File: config.mk
export PLATFORM = sky130hd
export DESIGN_NAME = civil_datetime_to_epoch_seconds
export DESIGN_NICKNAME = d
export VERILOG_FILES = /design/src/sv/cdte_pkg.sv /design/src/sv/cdte_front.sv /design/src/sv/cdte_days.sv /design/src/sv/cdte_scale.sv /design/src/sv/civil_datetime_to_epoch_seconds.sv
export SDC_FILE = /design/constraint.sdc
export NUM_CORES = 1
export LEC_CHECK = 0
export ABC_AREA = 1
export BUFFER_PORTS_ARGS = -buffer_cell sky130_fd_sc_hd__buf_2
export CORE_ASPECT_RATIO = 0.75
export CORE_MARGIN = 3
export CORE_UTILIZATION = 50
export CTS_CLUSTER_DIAMETER = 50
export DETAILED_ROUTE_END_ITERATION = 10
export PLACE_DENSITY = 0.62
export SYNTH_ARGS = -nofsm -noshare
export SYNTH_HDL_FRONTEND = slang
export SYNTH_HIERARCHICAL = 1
export SYNTH_SLANG_ARGS = --single-unit
File: constraint.sdc
create_clock -name clock -period 7.3 [get_ports clock]
set_clock_uncertainty 0.1 [all_clocks]
set_input_delay 1.825 -clock clock [delete_from_list [all_inputs] [get_ports clock]]
set_output_delay 1.825 -clock clock [all_outputs]
set_load 0.05 [all_outputs]
File: src/sv/cdte_pkg.sv
// shared widths, constants, types and month table for the civil date to epoch converter
`default_nettype none
package cdte_pkg;

   localparam int YearW  = 16;
   localparam int MonthW = 4;
   localparam int DayW   = 5;
   localparam int HourW  = 5;
   localparam int MinW   = 6;
   localparam int SecW   = 6;
   localparam int EpochW = 42;

   localparam int Latency = 7;

   localparam int UW      = 17;
   localparam int QW      = 8;
   localparam int YoeW    = 9;
   localparam int DoyW    = 9;
   localparam int TodW    = 17;
   localparam int DoeW    = 18;
   localparam int QmulW   = 25;
   localparam int DaysW   = 26;

   localparam int YearBias    = 32800;
   localparam int EraYears    = 400;
   localparam int EraDays     = 146097;
   localparam int DaysOffset  = 12699422;
   localparam int YearDays    = 365;
   localparam int DaySecs     = 86400;
   localparam int HourSecs    = 3600;
   localparam int MinSecs     = 60;

   localparam int RecipEra    = 5243;
   localparam int RecipEraSh  = 17;
   localparam int RecipCent   = 164;
   localparam int RecipCentSh = 12;

   typedef struct packed {
      logic            ok;
      logic [UW-1:0]   ybias;
      logic [DoyW-1:0] doy;
      logic [TodW-1:0] tod;
   } front_type;

   typedef struct packed {
      logic                    ok;
      logic signed [DaysW-1:0] days;
      logic [TodW-1:0]         tod;
   } days_type;

   function automatic logic [DoyW-1:0] month_offset(input logic [MonthW-1:0] month);
      logic [DoyW-1:0] off;
      case (month)
         4'd1:    off = DoyW'(306);
         4'd2:    off = DoyW'(337);
         4'd3:    off = DoyW'(0);
         4'd4:    off = DoyW'(31);
         4'd5:    off = DoyW'(61);
         4'd6:    off = DoyW'(92);
         4'd7:    off = DoyW'(122);
         4'd8:    off = DoyW'(153);
         4'd9:    off = DoyW'(184);
         4'd10:   off = DoyW'(214);
         4'd11:   off = DoyW'(245);
         4'd12:   off = DoyW'(275);
         default: off = DoyW'(0);
      endcase
      return off;
   endfunction

endpackage
`default_nettype wire

File: src/sv/cdte_front.sv
// input stage: range check, march-based year bias, day of year and time of day
`default_nettype none
module cdte_front (
   input  wire                             clock,
   input  wire                             reset,
   input  wire                             in_vld,
   input  wire [cdte_pkg::YearW-1:0]       year,
   input  wire [cdte_pkg::MonthW-1:0]      month,
   input  wire [cdte_pkg::DayW-1:0]        day,
   input  wire [cdte_pkg::HourW-1:0]       hour,
   input  wire [cdte_pkg::MinW-1:0]        minute,
   input  wire [cdte_pkg::SecW-1:0]        second,
   output logic                            out_vld,
   output cdte_pkg::front_type             out_word
);
   import cdte_pkg::*;

   logic            vld_ff;
   front_type       word_ff;
   front_type       word_in;
   logic [UW:0]     y_adj;

   always_comb begin
      y_adj = {{(UW + 1 - YearW){year[YearW-1]}}, year}
              - (UW + 1)'(month <= MonthW'(2));
      y_adj = y_adj + (UW + 1)'(YearBias);
      word_in.ybias = y_adj[UW-1:0];
      word_in.ok    = (month inside {[4'd1:4'd12]}) && (day != DayW'(0))
                      && (hour <= HourW'(23)) && (minute <= MinW'(59))
                      && (second <= SecW'(60));
      word_in.doy   = month_offset(month) + DoyW'(day) - DoyW'(1);
      word_in.tod   = TodW'(hour) * TodW'(HourSecs) + TodW'(minute) * TodW'(MinSecs)
                      + TodW'(second);
   end

   always_ff @(posedge clock) begin
      if (reset) begin
         vld_ff <= 1'b0;
      end else begin
         vld_ff <= in_vld;
      end
   end

   always_ff @(posedge clock) begin
      word_ff <= word_in;
   end

   assign out_vld  = vld_ff;
   assign out_word = word_ff;

endmodule
`default_nettype wire

File: src/sv/cdte_days.sv
// four-stage day count: era, year of era, day of era, signed days since epoch
`default_nettype none
module cdte_days (
   input  wire                  clock,
   input  wire                  reset,
   input  wire                  in_vld,
   input  cdte_pkg::front_type  in_word,
   output logic                 out_vld,
   output cdte_pkg::days_type   out_word
);
   import cdte_pkg::*;

   logic [3:0]        vld_ff;

   // stage 1: era index
   logic [29:0]       era_prod;
   logic [QW-1:0]     q1_in;
   logic [QW-1:0]     q1_ff;
   front_type         w1_ff;

   // stage 2: year of era
   logic [UW-1:0]     yoe_full;
   logic [YoeW-1:0]   yoe2_in;
   logic [YoeW-1:0]   yoe2_ff;
   logic [QW-1:0]     q2_ff;
   front_type         w2_ff;

   // stage 3: day of era and era days
   logic [6:0]        c4;
   logic [14:0]       cent_prod;
   logic [2:0]        c100;
   logic [DoeW-1:0]   doe3_in;
   logic [DoeW-1:0]   doe3_ff;
   logic [QmulW-1:0]  qmul3_in;
   logic [QmulW-1:0]  qmul3_ff;
   front_type         w3_ff;

   // stage 4: days since epoch
   days_type          d4_in;
   days_type          d4_ff;

   always_comb begin
      era_prod = 30'(in_word.ybias[UW-1:4]) * 30'(RecipEra);
      q1_in    = era_prod[RecipEraSh +: QW];

      yoe_full = w1_ff.ybias - UW'(q1_ff) * UW'(EraYears);
      yoe2_in  = yoe_full[YoeW-1:0];

      c4        = yoe2_ff[YoeW-1:2];
      cent_prod = 15'(c4) * 15'(RecipCent);
      c100      = cent_prod[RecipCentSh +: 3];
      doe3_in   = DoeW'(yoe2_ff) * DoeW'(YearDays) + DoeW'(c4) - DoeW'(c100)
                  + DoeW'(w2_ff.doy);
      qmul3_in  = QmulW'(q2_ff) * QmulW'(EraDays);

      d4_in.ok   = w3_ff.ok;
      d4_in.tod  = w3_ff.tod;
      d4_in.days = DaysW'(qmul3_ff) + DaysW'(doe3_ff) - DaysW'(DaysOffset);
   end

   always_ff @(posedge clock) begin
      if (reset) begin
         vld_ff <= '0;
      end else begin
         vld_ff <= {vld_ff[2:0], in_vld};
      end
   end

   always_ff @(posedge clock) begin
      q1_ff    <= q1_in;
      w1_ff    <= in_word;
      yoe2_ff  <= yoe2_in;
      q2_ff    <= q1_ff;
      w2_ff    <= w1_ff;
      doe3_ff  <= doe3_in;
      qmul3_ff <= qmul3_in;
      w3_ff    <= w2_ff;
      d4_ff    <= d4_in;
   end

   assign out_vld  = vld_ff[3];
   assign out_word = d4_ff;

endmodule
`default_nettype wire

File: src/sv/cdte_scale.sv
// seconds stage: days times seconds per day, add time of day, zero on bad fields
`default_nettype none
module cdte_scale (
   input  wire                              clock,
   input  wire                              reset,
   input  wire                              in_vld,
   input  cdte_pkg::days_type               in_word,
   output logic                             out_vld,
   output logic                             out_ok,
   output logic [cdte_pkg::EpochW-1:0]      out_secs
);
   import cdte_pkg::*;

   logic [1:0]               vld_ff;
   logic signed [EpochW-1:0] prod_in;
   logic signed [EpochW-1:0] prod_ff;
   logic                     ok1_ff;
   logic [TodW-1:0]          tod1_ff;
   logic [EpochW-1:0]        secs_in;
   logic [EpochW-1:0]        secs_ff;
   logic                     ok2_ff;

   always_comb begin
      prod_in = EpochW'(in_word.days) * $signed(EpochW'(DaySecs));
      secs_in = ok1_ff ? (EpochW'(prod_ff) + EpochW'(tod1_ff)) : '0;
   end

   always_ff @(posedge clock) begin
      if (reset) begin
         vld_ff <= '0;
      end else begin
         vld_ff <= {vld_ff[0], in_vld};
      end
   end

   always_ff @(posedge clock) begin
      prod_ff <= prod_in;
      ok1_ff  <= in_word.ok;
      tod1_ff <= in_word.tod;
      secs_ff <= secs_in;
      ok2_ff  <= ok1_ff;
   end

   assign out_vld  = vld_ff[1];
   assign out_ok   = ok2_ff;
   assign out_secs = secs_ff;

endmodule
`default_nettype wire

File: src/sv/civil_datetime_to_epoch_seconds.sv
// top level: civil date and time to signed epoch seconds
//
// Converts a proleptic Gregorian UTC date and time to signed seconds since
// 1970-01-01 00:00:00. A word is taken on every cycle that start is high;
// busy never rises, so the sustained rate is one word per clock. Each result
// appears on rsp_strobe exactly seven cycles after its start, in order, for
// one cycle only: the receiver must take it then. The latency comes from the
// seven register stages of the pipeline (input decode, era split, year of
// era, day of era, day count, day-to-seconds multiply, final add). Out of
// range fields give rsp_valid_res low and rsp_epoch_seconds zero; a day past
// the end of its month rolls into the following month.
`default_nettype none
module civil_datetime_to_epoch_seconds (
   input  wire                              clock,
   input  wire                              reset,
   input  wire                              start,
   output logic                             busy,
   input  wire  [cdte_pkg::YearW-1:0]       req_year,
   input  wire  [cdte_pkg::MonthW-1:0]      req_month,
   input  wire  [cdte_pkg::DayW-1:0]        req_day,
   input  wire  [cdte_pkg::HourW-1:0]       req_hour,
   input  wire  [cdte_pkg::MinW-1:0]        req_minute,
   input  wire  [cdte_pkg::SecW-1:0]        req_second,
   output logic                             rsp_strobe,
   output logic                             rsp_valid_res,
   output logic [cdte_pkg::EpochW-1:0]      rsp_epoch_seconds
);
   import cdte_pkg::*;

   logic       accept;
   logic       front_vld;
   front_type  front_word;
   logic       days_vld;
   days_type   days_word;

   assign busy   = 1'b0;
   assign accept = start && !busy;

   cdte_front u_front (
      .clock    (clock),
      .reset    (reset),
      .in_vld   (accept),
      .year     (req_year),
      .month    (req_month),
      .day      (req_day),
      .hour     (req_hour),
      .minute   (req_minute),
      .second   (req_second),
      .out_vld  (front_vld),
      .out_word (front_word)
   );

   cdte_days u_days (
      .clock    (clock),
      .reset    (reset),
      .in_vld   (front_vld),
      .in_word  (front_word),
      .out_vld  (days_vld),
      .out_word (days_word)
   );

   cdte_scale u_scale (
      .clock    (clock),
      .reset    (reset),
      .in_vld   (days_vld),
      .in_word  (days_word),
      .out_vld  (rsp_strobe),
      .out_ok   (rsp_valid_res),
      .out_secs (rsp_epoch_seconds)
   );

endmodule
`default_nettype wire

## After elaboration in Yosys (flattened, before gate mapping)

Memory sizes are Yosys's and may differ from the RTL's.
Index checks and enable logic that the tools add are counted.

- Word-level logic and storage cells: 63
- Memories: 1
- ROM bits: 144
- Register bits: 340
- Output and inout bits: 45
- Input bits: 45

Memories:

| name | words | width | read ports | clocked after Yosys merged registers in | wr ports | RTL line | source |
|---|---|---|---|---|---|---|---|
| (name not given) | 16 | 9 | 1 | 0 | 0 | cdte_pkg.sv:53 | `case (month)` |

- $mul: 8
- Add/subtract/negate cells: 13
- Reduce and logical (&&, ||, !) cells: 6
- Order comparisons: 6

Operators with widths:

| cell | count |
|---|---|
| $add A42 B17 Y42 | 1 |
| $mul A26 B11 Y35 const B | 1 |
| $add A25 B18 Y26 | 1 |
| $sub A26 B24 Y26 const B | 1 |
| $mul A13 B13 Y25 const B | 1 |
| $mul A8 B18 Y25 const B | 1 |
| $add A18 B7 Y18 | 1 |
| $add A18 B9 Y18 | 1 |
| $mul A9 B9 Y18 const B | 1 |
| $sub A18 B3 Y18 | 1 |
| $add A17 B12 Y17 | 1 |
| $add A17 B16 Y17 const B | 1 |
| $add A17 B6 Y17 | 1 |
| $sub A16 B2 Y17 | 1 |
| $mul A5 B8 Y13 const B | 1 |
| $mul A7 B6 Y13 const B | 1 |
| $le A6 B6 Y1 const B | 2 |
| $mul A6 B4 Y10 const B | 1 |
| $add A9 B5 Y9 | 1 |
| $sub A9 B1 Y9 const B | 1 |
| $sub A9 B9 Y9 | 1 |
| $mul A8 B5 Y5 const B | 1 |
| $le A5 B5 Y1 const B | 1 |
| $logic_and A1 B1 Y1 | 5 |
| 4 further kinds | 4 |

## Logic depth before layout (Yosys ltp)

- Word-level depth: 6
- Mapped depth: 30
- Depth with buffers taken out: 30

## By module

The synthesis kept the hierarchy.

By module, submodules not included:

| module | seq. area each (um^2) | area an instance (um^2) | cells each | instances |
|---|---|---|---|---|
| cdte_days | 3943.8 | 15239.6 | 1788 | 1 |
| cdte_scale | 1961.9 | 8720.9 | 1164 | 1 |
| cdte_front | 900.9 | 4232.8 | 571 | 1 |
| civil_datetime_to_epoch_seconds | 0.0 | 11.3 | 2 | 1 |

## Least setup slack after synthesis

OpenSTA, ideal clock, no wires.

- Path kind: input port to flip-flop
- Start: input port req_minute[3] (netlist name)
- End: register u_front.word_ff (netlist bit u_front/out_word[16])
- Setup time: 0.112 ns
- Required time: 7.088 ns
- Path buffers: 0
- Data arrival time: 5.108 ns
- Stages: 20
- Setup slack: 1.980 ns
- Path through: inv_1 fa_1 fa_1 inv_1 ha_1 a21oi_1 nand2_1 a21oi_1 xor2_1 inv_1 ha_1 ha_1 nand2_2 inv_1 a21oi_1 nand2_2 nand2_2 nand2_2 nand3_1 nand2_1

RTL lines:

| item | RTL line | source |
|---|---|---|
| start: declaration | civil_datetime_to_epoch_seconds.sv:22 | `input wire [cdte_pkg::MinW-1:0] req_minute,` |
| end signal: assignment | cdte_front.sv:45 | `word_ff <= word_in;` |
| end: declaration | cdte_front.sv:19 | `front_type word_ff;` |

## Final worst setup path

- Start: register u_days.yoe2_ff[5]
- End: register u_days.doe3_ff[16]

- Cells in the longest elaborated chain, start to end: 4
- Elaborated cells on any way between the ends: 5
- Those cells by class: add/sub (3); mul (2)

RTL lines:

| item | RTL line | source |
|---|---|---|
| start: declaration | cdte_days.sv:24 | `logic [YoeW-1:0] yoe2_ff;` |
| start signal: assignment | cdte_days.sv:72 | `yoe2_ff <= yoe2_in;` |
| $mul A9 B9 Y18 | cdte_days.sv:52 | `doe3_in = DoeW'(yoe2_ff) * DoeW'(YearDays) + DoeW'(c4) - DoeW'(c100)` |
| $add A18 B7 Y18 | cdte_days.sv:52 |  |
| $sub A18 B3 Y18 (*) | cdte_days.sv:52 |  |
| $add A18 B9 Y18 (*) | cdte_days.sv:53 | `+ DoeW'(w2_ff.doy);` |
| net u_days.doe3_in[16] | cdte_days.sv:32 | `logic [DoeW-1:0] doe3_in;` |
| end signal: assignment | cdte_days.sv:75 | `doe3_ff <= doe3_in;` |
| end: declaration | cdte_days.sv:33 | `logic [DoeW-1:0] doe3_ff;` |

The timed path passes the listed nets; every way through them passes the cells marked *.
A chain may end at the register's enable or synchronous reset.

==> impl_metrics.ini <==
[worst_setup_path]
worst_ep_arrival_time_ns = 6.14
worst_setup_path_end_kind = flip-flop
startpoint_type = flip-flop
crit_path_max_fanout = 9
path_class = reg -> reg
crit_required_ns = 7.65

[timing]
finalHoldViolCount = 0
fmax_ghz = 0.173
fin_crit_ns = 5.80
min_period_over_period_pct = 79.4
rsz0062_at_grt = no
holdWs_ns = 0.212
setup_violations = 0
max_slew_margin_pct = 65.0
worst_pin_slew_ns = 0.524
finalSetupTns_ns = 0
final_max_slew_viol_count = 0

[layout]
final_common_cell = inv_1
nets = 4411
utilization_pct = 56.1
drive_gt1_share_pct = 5.32
area_growth_pct = 9.57
mostFrequentLayoutCells = 862 x inv_1, 744 x nand2_1, 489 x ha_1, 340 x dfxtp_1, 227 x fa_1
instances_no_fill = 4405

[cts]
post_cts_buffers = 0
cts-hold-fix-buffers = 0
cts_resized = 0
cts_buffers = 40
clkSinkCount = 340
worstSkewPairLatency_ns = 0.59
clockBufferDepth = 3
h-tree-depth = 2
clk_pin_slew_ns = 0.06
root_buffer = clkbuf_16
cts_tree = yes

[run_status]
run_status = completed

[synthesis]
ys_top_cells_by_area = dfxtp_1 24%, ha_1 22%, fa_1 16%
syn_area_sq_um = 28200
synthArstFlopShare_pct = 0
avgSynthCellArea_sq_um = 8.00
synth_cells = 3525
synth.net_count = 4286
ys_types = 45
synth_seq_area_share_pct = 24.1
yosys.area.top_type = dfxtp_1
synth_edf_count = 0
yosysWarnings = 6
synth_top_area_share_pct = 24.1
synthFlopType = dfxtp_1
synth_seq_cells = 340

[global_routing]
grt_pass1_wl_um = 104000
grt_max_degree = 36
use_met1_pct = 33.9
gr-max-usage-layer = met1
met2_usage_pct = 30.9
antenna_found_initial = 4
grt_use_total_pct = 21.5
grt_use_met3_pct = 3.87
grt_pass1_vias = 20700
grt.overflow.total = 0

[die]
die_area_sq_um = 59300
core_sq_um = 55100
die_w_um = 280
rows = 74
start_util_pct = 51.2
die_h_um = 212
ios = 90

[route]
avgRoutedWirePerCell_um = 13.9
viasPerCell = 4.82
ant_nets = 0
drc = 0
detail_route.iter0.violations = 1285
drt-total-wl_um = 61000
firstDrtPassIters = 6
vias = 21200

[min_path]
hold_class = reg -> reg

[placement]
port_buffers = 88
hpwl_um = 51600
dp.cells = 4330
place_congestion = 0.904

[flow_run]
maxCapViolations = 0
## cells in the mapped netlist (all sizes together), types with 3 or more instances
master / number
xnor2: 26
ha: 489
o21ai: 70
or2: 4
a31oi: 9
nor2: 216
dfxtp: 340
nand2: 757
nor3: 23
and2: 9
inv: 863
nand4: 43
o21bai: 6
a21o: 13
a21boi: 3
a21oi: 160
clkbuf: 4
nand3b: 12
o21a: 5
xor2: 67
fa: 227
and3: 3
nand3: 163
## sequential cells by signal, summed over array words and instances, names as in the netlist, 2 cells and up
register          flops
u_days/q2_ff          8
u_days/yoe2_ff        9
u_days/w2_ff         27
u_days/out_word      44
u_scale/vld_ff        2
u_front/out_word     44
u_scale/prod_ff      35
u_days/vld_ff         4
u_days/doe3_ff       18
u_days/q1_ff          8
u_scale/tod1_ff      17
u_days/qmul3_ff      25
u_days/w1_ff         36
u_days/d4_in         18
u_scale/out_secs     42
## per-layer routing
metal	up-vias	wire (um)
met2	408	23500
li1	11100	-
met3	53	3840
met4	4	678
met5	-	31
met1	9608	33000
## through the flow
step | setup WS (ns) | instance area [sq um]
after CTS | 1.49 | 30900
after global placement | 1.56 | 29500
after detailed placement | 1.54 | 29500
final | 1.50 | 30900
after global routing | 1.05 | 30900
after floorplan | 1.98 | 28200
## final timing paths
check	startpoint	endpoint	slack [ns]	depth (start not counted)
max	u_days/yoe2_ff[5]	u_days/doe3_ff[16]	1.50	27
min	u_days/w2_ff[4]	u_days/d4_in[4]	0.21	0
max reg2reg	u_days/yoe2_ff[5]	u_days/doe3_ff[16]	1.50	27
min reg2reg	u_days/w2_ff[4]	u_days/d4_in[4]	0.21	0
## worst max-delay path, stage by stage (launching register included)
cell	delay, ns
dfxtp_1	0.60
ha_1	0.31
inv_1	0.07
fa_1	0.41
inv_1	0.07
ha_1	0.23
ha_1	0.30
nand2_1	0.05
o21ai_0	0.28
a21oi_1	0.17
xor2_1	0.17
ha_1	0.16
inv_1	0.05
fa_1	0.47
inv_1	0.04
ha_1	0.26
inv_1	0.05
fa_1	0.46
inv_1	0.07
ha_1	0.16
inv_1	0.05
fa_1	0.44
o21ai_2	0.27
nand2_1	0.08
nand2_1	0.10
nand3_1	0.10
nand3_1	0.09
nand2_1	0.05
## cells by family after synthesis
kind of cell	synth area share [%]
xor gates and xnor gates	2.89
and+or+nand+nor	18.4
DFF	24.1
adders and majority gates	37.8
AOI/OAI and AO/OA	5.20
other	0.0133
buffers and inverters	11.6
## cell type report
type / instances / area [sq um]
clock inverter: 26 / 314
tap: 722 / 903
clock buffer: 47 / 1060
timing repair buffer: 89 / 448
multi-input combinational: 2315 / 18100
sequential: 340 / 6810
antenna: 2 / 5.00
fill: 5283 / 24200
inverter: 864 / 3240
Power is left out: the tool's default activity adds up to more than one toggle a clock period on the data nets, which glitch-free logic cannot reach.
